<file path="config.mk">
export PLATFORM = sky130hd
export DESIGN_NAME = line_rasterizer_packed_fb
export DESIGN_NICKNAME = d
export VERILOG_FILES = /design/src/rtl/lrpfb_pkg.sv /design/src/rtl/line_rasterizer_packed_fb.sv /design/src/rtl/lrpfb_setup.sv /design/src/rtl/lrpfb_step.sv
export SDC_FILE = /design/constraint.sdc
export NUM_CORES = 1
export LEC_CHECK = 0
export ABC_AREA = 1
export BUFFER_PORTS_ARGS = -buffer_cell sky130_fd_sc_hd__buf_2
export CAP_MARGIN = 20
export CELL_PAD_IN_SITES_DETAIL_PLACEMENT = 1
export CELL_PAD_IN_SITES_GLOBAL_PLACEMENT = 1
export CORE_ASPECT_RATIO = 2
export CORE_MARGIN = 1
export CORE_UTILIZATION = 45
export CTS_BUF_LIST = sky130_fd_sc_hd__clkbuf_16
export CTS_CLUSTER_SIZE = 25
export DETAILED_ROUTE_END_ITERATION = 10
export PLACE_DENSITY_LB_ADDON = 0.1
export SYNTH_ARGS = -nofsm -noshare
export SYNTH_HDL_FRONTEND = slang
export SYNTH_SLANG_ARGS = --single-unit
</file>
<file path="constraint.sdc">
create_clock -name clk -period 23.7 [get_ports clk]
set_input_delay 1.185 -clock clk [delete_from_list [all_inputs] [get_ports clk]]
set_output_delay 1.185 -clock clk [all_outputs]
set_load 0.01 [all_outputs]
</file>
<file path="src/rtl/lrpfb_pkg.sv">
// shared types and constants for the packed framebuffer line rasterizer
// no dependencies
`timescale 1ns / 1ps

package lrpfb_pkg;

  // screen geometry, framebuffer sits at byte offset zero
  localparam int FB_COLUMNS = 640;

  localparam int COORD_W = 10;
  localparam int ROW_W   = 9;
  localparam int PEN_W   = 4;
  localparam int ERR_W   = 11;
  localparam int IDX_W   = 20;
  localparam int ADDR_W  = 18;

  // input word action codes
  typedef enum logic {
    ACT_START   = 1'b0,
    ACT_ADVANCE = 1'b1
  } action_t;

  // stepper state for the line in progress
  typedef struct packed {
    logic                      active;
    logic                      steep;
    logic [COORD_W-1:0]        major_pos;
    logic [COORD_W-1:0]        major_end;
    logic [COORD_W-1:0]        minor_pos;
    logic                      minor_dir_down;
    logic [COORD_W-1:0]        delta_major;
    logic [COORD_W-1:0]        delta_minor;
    logic signed [ERR_W-1:0]   error_term;
    logic [PEN_W-1:0]          line_pen;
  } line_state_t;

  // one emitted pixel write
  typedef struct packed {
    logic [COORD_W-1:0] pixel_x;
    logic [ROW_W-1:0]   pixel_y;
    logic [PEN_W-1:0]   pixel_pen;
    logic [ADDR_W-1:0]  byte_address;
    logic               high_nibble;
    logic               last;
  } pixel_t;

endpackage

</file>
<file path="src/rtl/line_rasterizer_packed_fb.sv">
// top level of the packed framebuffer line rasterizer
// depends on lrpfb_pkg, lrpfb_setup, lrpfb_step
`timescale 1ns / 1ps

// usage
//   input channel (in_valid / in_ready) takes one word per cycle when ready:
//   a start word (in_action low) loads both endpoints and the pen and gives no
//   result; an advance word (in_action high) gives the next pixel of the
//   active line; an advance while no line is active is taken and dropped
//   result channel (out_valid / out_ready) carries one pixel write per word:
//   coordinates, pen nibble, byte address, nibble select and a last flag
//   a pixel is registered in the cycle after its advance word is taken
//   one word per cycle while ready, set by the single output register; the
//   stepper state updates in the same cycle the word is taken
//   a new word is taken while the held result is being read out, so a
//   stalled receiver only blocks the input while the output register is full
//   reset clears the line state (no line active) and empties the output
//   a start word during an active line drops the old line

module line_rasterizer_packed_fb (
  input  logic                          clk,
  input  logic                          rst_n,

  input  logic                          in_valid,
  output logic                          in_ready,
  input  logic                          in_action,
  input  logic [lrpfb_pkg::COORD_W-1:0] in_x_start,
  input  logic [lrpfb_pkg::ROW_W-1:0]   in_y_start,
  input  logic [lrpfb_pkg::COORD_W-1:0] in_x_end,
  input  logic [lrpfb_pkg::ROW_W-1:0]   in_y_end,
  input  logic [lrpfb_pkg::PEN_W-1:0]   in_pen,

  output logic                          out_valid,
  input  logic                          out_ready,
  output logic [lrpfb_pkg::COORD_W-1:0] out_pixel_x,
  output logic [lrpfb_pkg::ROW_W-1:0]   out_pixel_y,
  output logic [lrpfb_pkg::PEN_W-1:0]   out_pixel_pen,
  output logic [lrpfb_pkg::ADDR_W-1:0]  out_byte_address,
  output logic                          out_high_nibble,
  output logic                          out_last
);

  lrpfb_pkg::line_state_t state_r, state_nxt;
  lrpfb_pkg::line_state_t load_state, step_state;
  lrpfb_pkg::pixel_t      step_pixel;
  lrpfb_pkg::pixel_t      pix_r, pix_nxt;
  logic                   out_valid_r, out_valid_nxt;
  logic                   in_accept;
  logic                   is_start;
  logic                   emit;

  // endpoint ordering for a start word
  lrpfb_setup u_setup (
    .x_start    (in_x_start),
    .y_start    (in_y_start),
    .x_end      (in_x_end),
    .y_end      (in_y_end),
    .pen        (in_pen),
    .load_state (load_state)
  );

  // current pixel and next stepper state
  lrpfb_step u_step (
    .cur_state  (state_r),
    .next_state (step_state),
    .pixel      (step_pixel)
  );

  // output register frees up when its word leaves this cycle
  assign in_ready  = !out_valid_r || out_ready;
  assign in_accept = in_valid && in_ready;
  assign is_start  = in_action == lrpfb_pkg::ACT_START;
  // advance on an active line is the only word that produces a pixel
  assign emit      = in_accept && !is_start && state_r.active;

  always_comb begin
    state_nxt = state_r;
    pix_nxt   = pix_r;
    if (in_accept && is_start) begin
      state_nxt = load_state;
    end else if (emit) begin
      state_nxt = step_state;
      pix_nxt   = step_pixel;
    end

    if (emit) begin
      out_valid_nxt = 1'b1;
    end else if (out_ready) begin
      out_valid_nxt = 1'b0;
    end else begin
      out_valid_nxt = out_valid_r;
    end
  end

  always_ff @(posedge clk) begin
    if (!rst_n) begin
      state_r     <= '0;
      out_valid_r <= 1'b0;
    end else begin
      state_r     <= state_nxt;
      out_valid_r <= out_valid_nxt;
    end
  end

  // result payload, no reset needed
  always_ff @(posedge clk) begin
    pix_r <= pix_nxt;
  end

  assign out_valid        = out_valid_r;
  assign out_pixel_x      = pix_r.pixel_x;
  assign out_pixel_y      = pix_r.pixel_y;
  assign out_pixel_pen    = pix_r.pixel_pen;
  assign out_byte_address = pix_r.byte_address;
  assign out_high_nibble  = pix_r.high_nibble;
  assign out_last         = pix_r.last;

endmodule

</file>
<file path="src/rtl/lrpfb_setup.sv">
// line setup: orders the endpoints along the major axis and derives deltas
// depends on lrpfb_pkg
`timescale 1ns / 1ps

module lrpfb_setup (
  input  logic [lrpfb_pkg::COORD_W-1:0] x_start,
  input  logic [lrpfb_pkg::ROW_W-1:0]   y_start,
  input  logic [lrpfb_pkg::COORD_W-1:0] x_end,
  input  logic [lrpfb_pkg::ROW_W-1:0]   y_end,
  input  logic [lrpfb_pkg::PEN_W-1:0]   pen,
  output lrpfb_pkg::line_state_t        load_state
);

  logic [lrpfb_pkg::COORD_W-1:0] ya, yb, dx, dy;
  logic [lrpfb_pkg::COORD_W-1:0] ma, mb, na, nb;
  logic [lrpfb_pkg::COORD_W-1:0] m_lo, m_hi, n_lo, n_hi;
  logic                          steep;

  always_comb begin
    ya = lrpfb_pkg::COORD_W'(y_start);
    yb = lrpfb_pkg::COORD_W'(y_end);
    dx = (x_start > x_end) ? (x_start - x_end) : (x_end - x_start);
    dy = (ya > yb) ? (ya - yb) : (yb - ya);
    steep = dy > dx;

    if (steep) begin
      ma = ya; na = x_start; mb = yb; nb = x_end;
    end else begin
      ma = x_start; na = ya; mb = x_end; nb = yb;
    end

    // walk from the smaller major coordinate
    if (ma > mb) begin
      m_lo = mb; m_hi = ma; n_lo = nb; n_hi = na;
    end else begin
      m_lo = ma; m_hi = mb; n_lo = na; n_hi = nb;
    end

    load_state.active         = 1'b1;
    load_state.steep          = steep;
    load_state.major_pos      = m_lo;
    load_state.major_end      = m_hi;
    load_state.minor_pos      = n_lo;
    load_state.minor_dir_down = n_lo > n_hi;
    load_state.delta_major    = m_hi - m_lo;
    load_state.delta_minor    = (n_lo > n_hi) ? (n_lo - n_hi) : (n_hi - n_lo);
    load_state.error_term     = $signed({2'b00, load_state.delta_major[lrpfb_pkg::COORD_W-1:1]});
    load_state.line_pen       = pen;
  end

endmodule

</file>
<file path="src/rtl/lrpfb_step.sv">
// pixel stepper: emits the current pixel and advances the bresenham state
// depends on lrpfb_pkg
`timescale 1ns / 1ps

module lrpfb_step (
  input  lrpfb_pkg::line_state_t cur_state,
  output lrpfb_pkg::line_state_t next_state,
  output lrpfb_pkg::pixel_t      pixel
);

  logic [lrpfb_pkg::COORD_W-1:0]    px, py;
  logic [lrpfb_pkg::IDX_W-1:0]      idx;
  logic                             fin;
  logic signed [lrpfb_pkg::ERR_W-1:0] err_sub;

  always_comb begin
    px  = cur_state.steep ? cur_state.minor_pos : cur_state.major_pos;
    py  = cur_state.steep ? cur_state.major_pos : cur_state.minor_pos;
    // constant multiply, folds into shifts and adds
    idx = lrpfb_pkg::IDX_W'(py) * lrpfb_pkg::IDX_W'(lrpfb_pkg::FB_COLUMNS)
          + lrpfb_pkg::IDX_W'(px);
    fin = cur_state.major_pos == cur_state.major_end;

    pixel.pixel_x      = px;
    pixel.pixel_y      = py[lrpfb_pkg::ROW_W-1:0];
    pixel.pixel_pen    = cur_state.line_pen;
    pixel.byte_address = idx[lrpfb_pkg::ADDR_W:1];
    pixel.high_nibble  = idx[0];
    pixel.last         = fin;

    err_sub = cur_state.error_term - $signed({1'b0, cur_state.delta_minor});

    next_state = cur_state;
    if (fin) begin
      next_state.active = 1'b0;
    end else begin
      next_state.major_pos  = cur_state.major_pos + 1'b1;
      next_state.error_term = err_sub;
      if (err_sub < 0) begin
        next_state.minor_pos  = cur_state.minor_dir_down ?
                                (cur_state.minor_pos - 1'b1) : (cur_state.minor_pos + 1'b1);
        next_state.error_term = err_sub + $signed({1'b0, cur_state.delta_major});
      end
    end
  end

endmodule

</file>
* Word level (Yosys, flattened, before mapping)
Index checks and enable logic that the tools add are counted.
Word-level totals: register bits 112, output and inout port bits 45
Cells by class: $add $sub $neg 13, multiply operators 1, magnitude comparators 6, equal/unequal tests 2, multiplexer cells 24, bitwise gates (word level) 4, reductions and logical operators 16
Operators with widths (count):
- 2-to-1 mux 10 bit | 17
- 2-to-1 mux 68 bit | 2
- subtractor 10 bit | 5
- > comparator 10 bit | 4
- 2-to-1 mux 11 bit | 2
- adder 10 x 1 -> 10 bit, second input constant | 2
- subtractor 9 x 9 -> 10 bit | 2
- adder 19 x 10 -> 19 bit | 1
- multiplier 10 x 3 -> 12 bit, second input constant | 1
- adder 11 bit | 1
- less-than comparator 11 x 1 -> 1 bit, second input constant | 1
- subtractor 11 bit | 1
- equality test 10 bit | 1
- subtractor 10 x 1 -> 10 bit, second input constant | 1
- > comparator 9 bit | 1
- AND reduction 2 bit | 4
- nonzero test 2 bit | 4
- logical AND 1 bit | 4
- NOT 1 bit | 4
- 2-to-1 mux 1 bit | 3
- AND reduction 3 bit | 1
- != test 2 bit, second input constant | 1
- OR reduction 2 bit | 1
- zero test 1 bit | 1
- logical OR 1 bit | 1

* Longest topological paths before layout
Gate-level depths: netlist of run 1.
depth after elaboration 9, gate-level depth with buffers 57, mapped depth without buffers 52

* By module
A second synthesis of run 1 with hierarchy kept.
Second synthesis, totals: cell total of the unflattened synthesis 2064, area total of the unflattened synthesis 13446.6 um2
Modules (own cells, without submodules):
- line_rasterizer_packed_fb | times used 1, cells an instance 656, area each 5263.8 um2
- lrpfb_setup | times used 1, cells an instance 758, area each 4436.8 um2
- lrpfb_step | times used 1, cells an instance 650, area each 3746.1 um2

* Worst setup path after synthesis of run 1
No wires, ideal clock.
path kind in2reg, from input port in_x_start[2] (netlist bit), to register state_r[21] (netlist bit), arrival 8.571 ns, slack 14.994 ns, stages on the path 50, buffers on the path 10, cell sequence inv_1 ha_1 clkbuf_1 a21oi_1 o21bai_1 nand2_1 o211ai_1 inv_1 o21ai_0 nand2_1 inv_1 o211ai_1 a22o_1 xnor2_1 ha_1 nand2_2 inv_1 a21oi_1 (+14 left out) buf_2 buf_2 clkbuf_1 o21ai_0 ha_1 a21o_1 o21ai_0 nand2_1 nand2_1 a21oi_1 a211o_1 nand2_1 clkbuf_1 nand2_1 a31oi_1 o32ai_1 xnor2_1 o22ai_1
Between the ends: word-level cells in the longest chain between the ends 9
Ends and longest elaborated chain:
- start, declared | RTL line line_rasterizer_packed_fb.sv:27 | input logic [lrpfb_pkg::COORD_W-1:0] in_x_start,
- subtractor 10 bit or > comparator 10 bit (tied branches) | RTL line lrpfb_setup.sv:22 | dx = (x_start > x_end) ? (x_start - x_end) : (x_end - x_start);
- 2-to-1 mux 10 bit | RTL line lrpfb_setup.sv:22
- > comparator 10 bit | RTL line lrpfb_setup.sv:24 | steep = dy > dx;
- 2-to-1 mux 10 bit | RTL line lrpfb_setup.sv:26 | if (steep) begin
- > comparator 10 bit | RTL line lrpfb_setup.sv:33 | if (ma > mb) begin
- 2-to-1 mux 10 bit | RTL line lrpfb_setup.sv:33
- subtractor 10 bit or > comparator 10 bit (tied branches) | RTL line lrpfb_setup.sv:46 | load_state.delta_minor = (n_lo > n_hi) ? (n_lo - n_hi) : (n_hi - n_lo);
- 2-to-1 mux 10 bit (*) | RTL line lrpfb_setup.sv:46
- 2-to-1 mux 68 bit (*) | RTL line line_rasterizer_packed_fb.sv:79 | if (in_accept && is_start) begin
- end signal, assigned | RTL line line_rasterizer_packed_fb.sv:100 | state_r <= state_nxt;
- end, declared | RTL line line_rasterizer_packed_fb.sv:43 | lrpfb_pkg::line_state_t state_r, state_nxt;
Mark *: on every way between the ends. The rest lies on a longest branch, timed or not. A chain may end at the register's enable or synchronous reset.

* Final worst setup path of run 1
from input port in_y_start[0] (netlist bit), to register state_r[23] (netlist bit)
Between the ends: word-level cells in the longest chain between the ends 9
Ends and longest elaborated chain:
- start, declared | RTL line line_rasterizer_packed_fb.sv:28 | input logic [lrpfb_pkg::ROW_W-1:0] in_y_start,
- subtractor 9 x 9 -> 10 bit or > comparator 9 bit (tied branches) | RTL line lrpfb_setup.sv:23 | dy = (ya > yb) ? (ya - yb) : (yb - ya);
- 2-to-1 mux 10 bit | RTL line lrpfb_setup.sv:23
- > comparator 10 bit | RTL line lrpfb_setup.sv:24
- 2-to-1 mux 10 bit | RTL line lrpfb_setup.sv:26
- > comparator 10 bit | RTL line lrpfb_setup.sv:33
- 2-to-1 mux 10 bit | RTL line lrpfb_setup.sv:33
- subtractor 10 bit or > comparator 10 bit (tied branches) | RTL line lrpfb_setup.sv:46
- 2-to-1 mux 10 bit (*) | RTL line lrpfb_setup.sv:46
- 2-to-1 mux 68 bit (*) | RTL line line_rasterizer_packed_fb.sv:79
Marked as above.

==> results.md, run 1 <==
- The flow ran to the end, and the final reports show no timing, DRC or antenna violations.
- The number of primary I/O pins is 92.
- The global-route wire length before repair is 54.4 mm.
- The routed design has 35.3 mm of wire.
- The number of iterations in the first detailed-routing pass is 4.
- The hold violation total from the final report is 0.
- The floorplan has 77 rows.
- Setup repair after global routing left no endpoint under its margin.
- The core footprint is 0.0221 mm2.
- Once the clock tree was built, the resizer swapped 0 gates to a different size.
- The finished layout holds 1,790 standard cells, fillers aside.
- The critical path endpoint category is a flip-flop.
- The total congestion overflow after global routing is 0.
- The die is 108 um wide.
- The filler cells instantiated in the layout total approximately 3,000.
- The detailed router placed 10,000 vias in this run.
- By startpoint and endpoint, the worst setup path is classified as in2reg.
- TritonCTS built the clock tree.
- At the pin with the least slew margin, the transition time is 1.05 ns.
- The number of distinct library cells after synthesis is 52.
- The share of synthesized area occupied by flip-flops and latches is 0.244.
- Measured on the finished design, the core utilization comes to 0.498.
- The cell family contributing the most delay on the critical path is simple AND/OR/NAND/NOR gates.
- The post-synthesis async set-or-reset flop share is 0.
- For the final routed database, the setup TNS stands at 0 ns.
- The maximum number of pins on one net before global-route repair is 78.
- Dividing the final minimum period by the clock period gives 0.466.
- The max-cap check violation count is 0.
- STA classifies the critical path startpoint as an input pin.
- Counting flops and latches in the post-synthesis netlist gives 105.
- The final number of max-transition violations is 0.
- Together, buffers and inverters on the worst path number 8.
- The via count of the first global-routing pass came to 10,500.
- The class of the worst hold path is reg2reg.
- Counting every instance in the synthesized netlist gives 1,449.
- Measured against its own limit, the worst slew margin works out to 0.295.
- The number of failing setup endpoints in the final timing report is 0.
- The number of flops mapped to enable cells by yosys is 36.
- Data on the critical path arrives at its endpoint at 11.28 ns.
- Across the routed clock network, the largest skew measured is around 0.0075 ns.
- For this run, the post-layout net count is 1,690.
- The cts-stage hold buffer count is 0.
- The largest single stage delay on the critical path is between 0.6 and 0.7 ns.
- The worst path needs 11.04 ns of the cycle, external delays included.
- The vertical die dimension is 214 um.
- After detailed placement, the design holds a cell count of roughly 1,800.
- In this run the tool buffered the top-level ports with 91 buffer cells.
- The number of nets with antenna violations after detailed routing is 0.
- The remaining design rule violation count is 0.
- In this run the cell area of the synthesized design comes to 0.0101 mm2.
- Buffers inserted during clock tree synthesis total 9.
- At the worst endpoint, the required time is 23.94 ns.
- The buffer type at the clock tree root is clkbuf_16.
- The routability congestion estimate is 0.954.
- Across every metal layer, demand over resource in global routing totals 0.318.
- The count of yosys warnings during synthesis is 0.
- The synthesized netlist net count is 1,631.
- The average vias per placed instance is 5.61.
- The clock input transition at the sequential cells of the worst setup and hold paths is 0.07 ns.
- The number of clock sinks is ~110.
- The maximum clock rate is between 90 and 100 MHz.
- The area growth from synthesis to layout is 8.98%.
- The synthesized area per cell is 6.95 um2.
- The clock reaches the later pin of the worst-skew pair after ~0.36 ns.
- In this run the worst path has a maximum fanout of 66.
- The leading register cell type out of synthesis is dfxtp_1.
- The level count of the clock H-tree is 3.
- The initial utilization of the core area, before any placement, comes to 0.457.
- The buffers inserted during post-CTS setup optimization is 0.
- The slowest stage of the critical path belongs to the cell o21ai_0.
- In the final layout, the share of cells above drive strength 1 is 0.0998.
- Leaving out fill and tap cells, the most frequent cells in the layout are nand2_1, inv_1, o21ai_0, ha_1, a21oi_1.
- The clock passes through at most 2 buffers.
- The worst path meets setup with 12.66 ns of slack.
- The most numerous cell type found on the critical path is nand2_1.
- The worst setup slack before clock tree synthesis is 12.09 ns.
- The wire-length estimate of the detail-placed layout is a little under 30 mm.
- The initial antenna violation count is 1.
- The die outline area is 0.0230 mm2.
- The library cell used most frequently in the layout, excluding fill and tap cells, is nand2_1.
- Dividing the detail-routed wire length by the instance count gives 19.7 um.
- The detailed router's first-iteration violation count is 418.
through the flow:
stage,cell area (um2),hold slack [ns]
final,11000,0.435
after global routing,11000,0.451
after CTS,11000,0.436
after detailed placement,10700,0.418
after global placement,10700,0.414
after floorplan,10100,0.409
synth_stat cells (all sizes together) (2+ instances only):
library cell | n | share of area
a211o | 2 | 0.0017
a211oi | 4 | 0.0030
a21o | 5 | 0.0037
a21oi | 99 | 0.050
a221o | 2 | 0.0020
a221oi | 6 | 0.0052
a31oi | 12 | 0.0075
buf | 27 | 0.017
clkbuf | 23 | 0.0086
clkinv | 3 | 0.0011
dfxtp | 69 | 0.14
edfxtp | 36 | 0.11
fa | 11 | 0.022
ha | 124 | 0.15
inv | 231 | 0.086
mux2i | 8 | 0.0079
nand2 | 338 | 0.13
nand3 | 67 | 0.037
nand3b | 3 | 0.0022
nand4 | 8 | 0.0056
nor2 | 70 | 0.028
nor3 | 10 | 0.0061
nor4 | 4 | 0.0025
o211ai | 14 | 0.010
o21ai | 180 | 0.090
o21bai | 10 | 0.0075
o221ai | 3 | 0.0026
o22ai | 9 | 0.0056
o31ai | 2 | 0.0015
or2 | 9 | 0.0056
xnor2 | 21 | 0.018
xor2 | 33 | 0.029
per-layer routing:
layer | routed length (um) | share of wire | global-route usage
met3 | 750 | 0.021 | 0.0343
met2 | 20400 | 0.58 | 0.648
met4 | 3050 | 0.086 | 0.266
met5 | 0 | 0 | 0
met1 | 11100 | 0.31 | 0.261
registers in the layout (all words and copies together), names as in the netlist:
| register | flops |
|---|---|
| out_byte_address | 12 |
| out_pixel_y | 9 |
| out_valid | 1 |
| state_r | 68 |
| out_last | 1 |
| out_pixel_pen | 4 |
| out_pixel_x | 10 |
layout make-up:
cell class / instances / area [um2] / share of cell area
Clock buffer: 10 / 250 / 0.0228
Clock inverter: 6 / 25.0 / 0.00228
Tap cell: 276 / 345 / 0.0314
Timing Repair Buffer: 98 / 528 / 0.0481
Multi-Input combinational cell: 1060 / 6490 / 0.591
Sequential cell: 105 / 2460 / 0.224
Inverter: 234 / 878 / 0.0800
Antenna cell: 1 / 2.50 / 0.000228
kinds of logic (layout without fill, tap and decap cells):
group | after synthesis | count (layout) | synth area share
multiplexers | 8 | 8 | 0.00795
flip-flops | 105 | 105 | 0.244
XOR/XNOR | 54 | 54 | 0.0469
buffers and inverters | 284 | 348 | 0.112
AND/OR/NAND/NOR | 510 | 510 | 0.218
other | 0 | 1 | 0
adder cells (fa/ha/maj) | 135 | 135 | 0.176
AO/OA/AOI/OAI | 353 | 353 | 0.194
path summary, 6_finish.rpt:
kind | from | to | slack [ns] | depth (start not counted)
hold / removal | state_r[1] | out_pixel_pen[1] | 0.43 | 0
setup / recovery | in_y_start[0] | state_r[23] | 12.66 | 45
hold reg to reg | state_r[1] | out_pixel_pen[1] | 0.43 | 0
setup reg to reg | state_r[66] | out_byte_address[17] | 19.20 | 12
Power of run 1 is not shown: default switching activity piles up to over one toggle a cycle in this logic, so the estimate is an artifact.
==> inputs of run 2 (changes only) <==
--- a/config.mk
+++ b/config.mk
@@ -12,7 +12,7 @@
 export CELL_PAD_IN_SITES_GLOBAL_PLACEMENT = 1
 export CORE_ASPECT_RATIO = 2
 export CORE_MARGIN = 1
-export CORE_UTILIZATION = 45
+export CORE_UTILIZATION = 40
 export CTS_BUF_LIST = sky130_fd_sc_hd__clkbuf_16
 export CTS_CLUSTER_SIZE = 25
 export DETAILED_ROUTE_END_ITERATION = 10
==> constraint.sdc (replaced) <==
create_clock -name clk -period 8.9 [get_ports clk]
set_input_delay 0.445 -clock clk [delete_from_list [all_inputs] [get_ports clk]]
set_output_delay 0.445 -clock clk [all_outputs]
set_load 0.01 [all_outputs]
==> run 2 against run 1 <==
Against the previous run: setup slack worse by 12 ns; core utilization fell by 3.2 points; largest cell class unchanged; final cell count rose by 6.1%; critical endpoint is now state_r[24]; highest routed layer unchanged; hold slack got worse by 0.11 ns.
==> results.md, run 2 (synthesis results as in run 1) <==
- The flow ran to the end, and the final reports show no timing, DRC or antenna violations.
- After the first detailed-routing iteration, the DRC count stood at around 350.
- OpenSTA, run right after detailed placement, puts the worst setup slack at 0.199 ns.
- The final number of max-transition violations was 0.
- The post-route fraction of the period consumed by the critical path is 0.902.
- The max-cap check violation count is 0.
- The slack of the worst reg-to-reg path is 5.00 ns.
- The least setup slack across all paths after layout is 0.869 ns.
- Data on the critical path is required at its endpoint by 9.12 ns.
- The die covers roughly 0.026 mm2.
- The number of antenna diodes in the final layout is 0.
- The core footprint is 0.0246 mm2.
- The number of buffers added by the clock tree synthesis step is 9.
- In the global route stage, overall resource usage came out at 0.292.
- The critical path is of the in2reg type.
- The number of nets with antenna violations after detailed routing is 0.
- The share of post-route cells with drive strength above 1 is 0.131.
- The number of failing setup endpoints in the final timing report is 0.
- The setup clock skew after layout is 0.00858 ns.
- The layout net count is 1,744.
- The TritonCTS clock tree is yes.
- The maximum number of pins on one net before global-route repair is 48.
- The number of flip-flops in the largest register is between 60 and 70.
- The sum of negative setup slack is 0 ns.
- For this run the aggregate overflow at the end of global routing stands at 0.
- The area growth from synthesis to layout is 13.8%.
- The path class of the tightest hold or removal check is in2reg.
- The worst setup path is launched from an input pin.
- The die is about 110 um wide.
- Timing would allow up to 125 MHz.
- The buffer type at the clock tree root is clkbuf_16.
- The first detailed-routing pass took 4 iterations.
- After clock tree synthesis, the clock-pin slew on the worst setup and hold paths is 0.07 ns.
- The largest buffer count on any clock path is 2.
- The largest driver fanout on the critical path is 36.
- After legalization and detailed placement, the total HPWL measured between 30 and 40 mm.
- The clock period minus final worst setup slack is 8.03 ns.
- The final layout contains routed wiring with a total length of between 30 and 40 mm.
- At the later pin of the worst-skew pair, clock insertion delay measures 0.37 ns.
- The initial utilization of the core area, before any placement, comes to 0.409.
- The longest individual stage delay on the worst path is 0.42 ns.
- The cell with the most instances on the worst path is nand2_1.
- The number of clock sinks is 105.
- The hold violation total from the final report is 0.
- The count of port buffers added during placement is slightly above 90.
- The initial antenna violation count was 0.
- The top cell types in the final layout, fill and taps aside, are nand2_1, inv_1, o21ai_0, ha_1, a21oi_1.
- The cts-stage hold buffer count is 0.
- Setup repair after global routing left no endpoint under its margin.
- The headroom to the max-slew limit is 0.470.
- In the final routed layout, each cell accounts on average for about 19 um.
- The number of vias after detailed routing is 10,100.
- The via count of the first global-routing pass is 10,900.
- The average vias per placed instance is 5.34.
- Row generation in the floorplan step produced 81 rows.
- The register with the most flip-flops in the final layout is state_r.
- The critical path endpoint category is a flip-flop.
- For the pin with the worst max-slew slack, the measured transition is 0.793 ns.
- The vertical die dimension is ~230 um.
- The H-tree was split into 3 levels.
- 92 I/O pins were placed.
- The most frequent standard cell in the layout excluding fill and tap cells is nand2_1.
- The congestion estimate from routability-driven global placement came to 0.959.
- The slowest stage of the critical path is the fa_1 cell.
- The first global-routing pass estimated about 56 mm of wire.
- The remaining design rule violation count is 0.
- The data arrival time of the critical path is 8.25 ns.
## run 2: changes by cell type in the layout (fill, tap and decap cells not counted), sizes merged
| cell | previous run | this run |
|---|---|---|
| clkbuf | 10 | 9 |
| clkinv | 6 | 5 |
| dlymetal6s2s | 0 | 1 |
| clkinvlp | 0 | 1 |
| buf | 98 | 151 |
| inv | 234 | 235 |
| diode | 1 | 0 |
## run 2: metrics by stage
step                hold slack, ns  cell area [um2]  utilization  cells
floorplan                    0.409            10100            -   1449
global placement             0.414            11200        0.454   1880
detailed placement           0.420            11200        0.454   1880
CTS                          0.314            11400        0.465   1896
global route                 0.331            11500        0.466   1899
finish                       0.326            11500        0.466   1899
## run 2: what timing repair did
action,in CTS,in global routing
setup endpoints to repair,0,5
resized for setup,0,2
setup buffers,0,2
## run 2: layout make-up
cell class,count,area [um2]
clock buffers,9,225
clock inverters,7,30.0
fillers,3297,13200
inverters,234,878
multi-input cells,1060,6490
flip-flops and latches,105,2460
well taps,332,415
repair buffers,152,968
## run 2: critical path, delay by kind of cell
family	cells	cell delay, ns
compound gates	15	2.30
xor+xnor	1	0.28
fa+ha+maj	6	1.88
buf+inv	8	1.01
simple gates	21	2.33
## run 2: path summary, 6_finish.rpt
path | startpoint | to | cells past startpoint
setup reg to reg | state_r[66] | out_byte_address[17] | 17
hold reg to reg | state_r[3] | out_pixel_pen[3] | 0
hold / removal | in_pen[1] | state_r[1] | 3
setup / recovery | in_y_start[0] | state_r[24] | 51
## run 2: per-layer routing
layer / global-route usage / vias to the layer above / part of all wire
li1: - / 4994 / -
met2: 0.619 / 207 / 0.58
met4: 0.212 / 0 / 0.076
met1: 0.235 / 4832 / 0.32
met3: 0.0275 / 112 / 0.018
met5: 0 / - / 0
Power of run 2 is left out for the same reason.
==> inputs of run 3 (changes only) <==
--- a/config.mk
+++ b/config.mk
@@ -6,16 +6,16 @@
 export NUM_CORES = 1
 export LEC_CHECK = 0
 export ABC_AREA = 1
-export BUFFER_PORTS_ARGS = -buffer_cell sky130_fd_sc_hd__buf_2
 export CAP_MARGIN = 20
 export CELL_PAD_IN_SITES_DETAIL_PLACEMENT = 1
 export CELL_PAD_IN_SITES_GLOBAL_PLACEMENT = 1
 export CORE_ASPECT_RATIO = 2
 export CORE_MARGIN = 1
-export CORE_UTILIZATION = 40
+export CORE_UTILIZATION = 45
 export CTS_BUF_LIST = sky130_fd_sc_hd__clkbuf_16
 export CTS_CLUSTER_SIZE = 25
 export DETAILED_ROUTE_END_ITERATION = 10
+export DONT_BUFFER_PORTS = 1
 export PLACE_DENSITY_LB_ADDON = 0.1
 export SYNTH_ARGS = -nofsm -noshare
 export SYNTH_HDL_FRONTEND = slang
==> constraint.sdc (replaced) <==
create_clock -name clk -period 9.4 [get_ports clk]
set_input_delay 0.47 -clock clk [delete_from_list [all_inputs] [get_ports clk]]
set_output_delay 0.47 -clock clk [all_outputs]
set_load 0.01 [all_outputs]
==> run 3 against run 2 <==
Against the previous run: wire length barely moved; critical path depth fell by 1; largest cell class unchanged; hold slack got worse by 0.076 ns; via count fell by 2.7%.
==> results.md, run 3 (synthesis results as in run 1) <==
- Of the cells placed in the final design, the portion with a size suffix greater than 1 is 0.0766.
- The layout net count is 1,652.
- The tree built by TritonCTS fans out to about 110 sinks.
- The number of flip-flops in the largest register is 68.
- Post-CTS repair changed the size of 0 cells.
- The worst hold path was traced through 2 stages.
- The die outline area is 0.0230 mm2.
- The class of the worst hold path is in2reg.
- The end of the worst register-to-register path is out_byte_address[17].
- The number of buffers added by the clock tree synthesis step is 9.
- The longest individual stage delay on the worst path is 0.39 ns.
- In this run the post-CTS setup repair buffer count came out at 0.
- The sum of negative setup slack is 0 ns.
- The final routed wire length divided by cell count is 20.7 um.
- The level count of the clock H-tree is 3.
- Across all register-to-register paths, the minimum setup slack is 4.73 ns.
- The total congestion overflow after global routing is 0.
- Hold timing on the final database bottoms out at a slack of 0.250 ns.
- Clock-pin slew was measured on the worst setup and hold paths at 0.07 ns.
- The via count of the first global-routing pass is roughly 11,000.
- Routability-driven placement finished with a final weighted congestion of 0.960.
- The number of failing setup endpoints in the final timing report is 0.
- The detailed router's first-iteration violation count is around 280.
- The clock period minus final worst setup slack is 8.29 ns.
- The average vias per placed instance is around 5.6.
- In the routed design, unresolved DRC markers number 0.
- The register with the most flip-flops is state_r.
- The cts-stage hold buffer count is 0.
- On the critical path, the stage with the largest delay is an instance of ha_1.
- The worst reg2reg path depth is 12.
- 92 I/O pins were placed.
- The initial antenna violation count is 0.
- The final number of max-transition violations is 0.
- The TritonCTS clock tree is yes.
- The number of antenna diodes in the final layout is 0.
- In this run the most critical hold path is launched from rst_n.
- Static timing analysis puts the maximum clock frequency at approximately 120 MHz.
- In this run the clock root is driven by a clkbuf_16.
- In the global route stage, overall resource usage came out at 0.328.
- Buffers placed on the I/O ports in this run total 0.
- The vertical die dimension is 214 um.
- The number of nets with antenna violations after detailed routing is 0.
- The critical path in this run is classified as in2reg.
- The launch point of the worst reg-to-reg path is state_r[66].
- Counting tap cells, the placed design contains a total of 1,734 instances.
- The starting density of the core is 0.457.
- The cell with the most instances on the worst path is nand2_1.
- The run finished with clean final reports.
- Wires add up to around 36 mm.
- The first global-routing pass estimated between 50 and 60 mm of wire.
- The required time at the worst-slack endpoint is between 9 and 10 ns.
- The detailed placement HPWL is 30.8 mm.
- The critical path endpoint category is a flip-flop.
- Setup repair after global routing left no endpoint under its margin.
- The largest driver fanout on the critical path is 41.
- The library cells used most frequently in the layout, excluding fill and tap cells, are nand2_1, inv_1, o21ai_0, ha_1, a21oi_1.
- On the final layout, the worst clock skew is 0.00578 ns.
- The tool flagged a number of max-cap violations equal to 0.
- The most frequent standard cell in the layout excluding fill and tap cells is nand2_1.
- The number of vias after detailed routing is 9,868.
- The clock latency at the later pin of the worst-skew pair is between 0.3 and 0.4 ns.
- The core region is 0.0221 mm2.
- The hold violation total from the final report is 0.
- The headroom to the max-slew limit is 0.268.
- The largest buffer count on any clock path is 2.
- The count of filler cells inserted in the layout is 2,901.
- The endpoint with the worst hold slack is state_r[20].
- Summing all non-filler instances in the final layout gives an area of 0.0110 mm2.
- The startpoint class of the critical path is an input pin.
- The number of iterations in the first detailed-routing pass is 4.
- In the finished design, the share of the clock period the worst path needs comes to 0.882.
- The finished layout holds 1,751 standard cells, fillers aside.
- The area growth from synthesis to layout is 8.87%.
- The transition time at the pin with the least slew margin is 1.09 ns.
- Summing all placed instances gives a cell area of about 0.011 mm2.
- Entering global routing, the biggest net connects between 40 and 50 pins.
- The data arrival time of the critical path is 8.53 ns.
- The die extent in x is around 110 um.
- The cell row count is a little under 80.
run 3: per-stage QoR:
stage / utilization / setup slack [ns]
after detailed placement: 0.483 / 0.782
after global placement: 0.483 / 1.11
after CTS: 0.497 / 1.13
after global routing: 0.497 / 0.331
after floorplan: - / 1.41
final: 0.497 / 1.11
run 3: worst max path at each step:
stage | start | end | slack [ns] | depth (start not counted)
after floorplan | in_x_start[2] | state_r[21] | 1.41 | 50
after global placement | in_x_start[0] | state_r[23] | 1.11 | 51
after detailed placement | in_x_start[0] | state_r[23] | 0.78 | 50
after CTS | in_x_start[0] | state_r[23] | 1.13 | 50
after global routing | in_x_start[0] | state_r[23] | 0.33 | 51
final | in_x_start[0] | state_r[23] | 1.11 | 50
run 3: critical path, delay by kind of cell:
kind,cells,cell delay [ns]
buffers and inverters,10,1.31
AND/OR/NAND/NOR,16,2.13
AO/OA/AOI/OAI,17,2.99
XOR/XNOR,2,0.25
adder cells (fa/ha/maj),5,1.34
run 3: area by class of cell:
| class | instances | area [um2] | area share |
|---|---|---|---|
| Timing Repair Buffer | 60 | 488 | 0.0445 |
| Clock buffer | 9 | 225 | 0.0205 |
| Tap cell | 276 | 345 | 0.0315 |
| Multi-Input combinational cell | 1060 | 6490 | 0.592 |
| Inverter | 234 | 878 | 0.0801 |
| Clock inverter | 7 | 81.3 | 0.00741 |
| Sequential cell | 105 | 2460 | 0.224 |
run 3: per-layer routing:
metal / global-route usage / part of all wire / vias up
met2: 0.672 / 0.57 / 223
met5: 0 / 0 / -
li1: - / - / 4808
met1: 0.258 / 0.31 / 4709
met3: 0.0474 / 0.029 / 128
met4: 0.276 / 0.093 / 0
Power of run 3 is left out for the same reason.
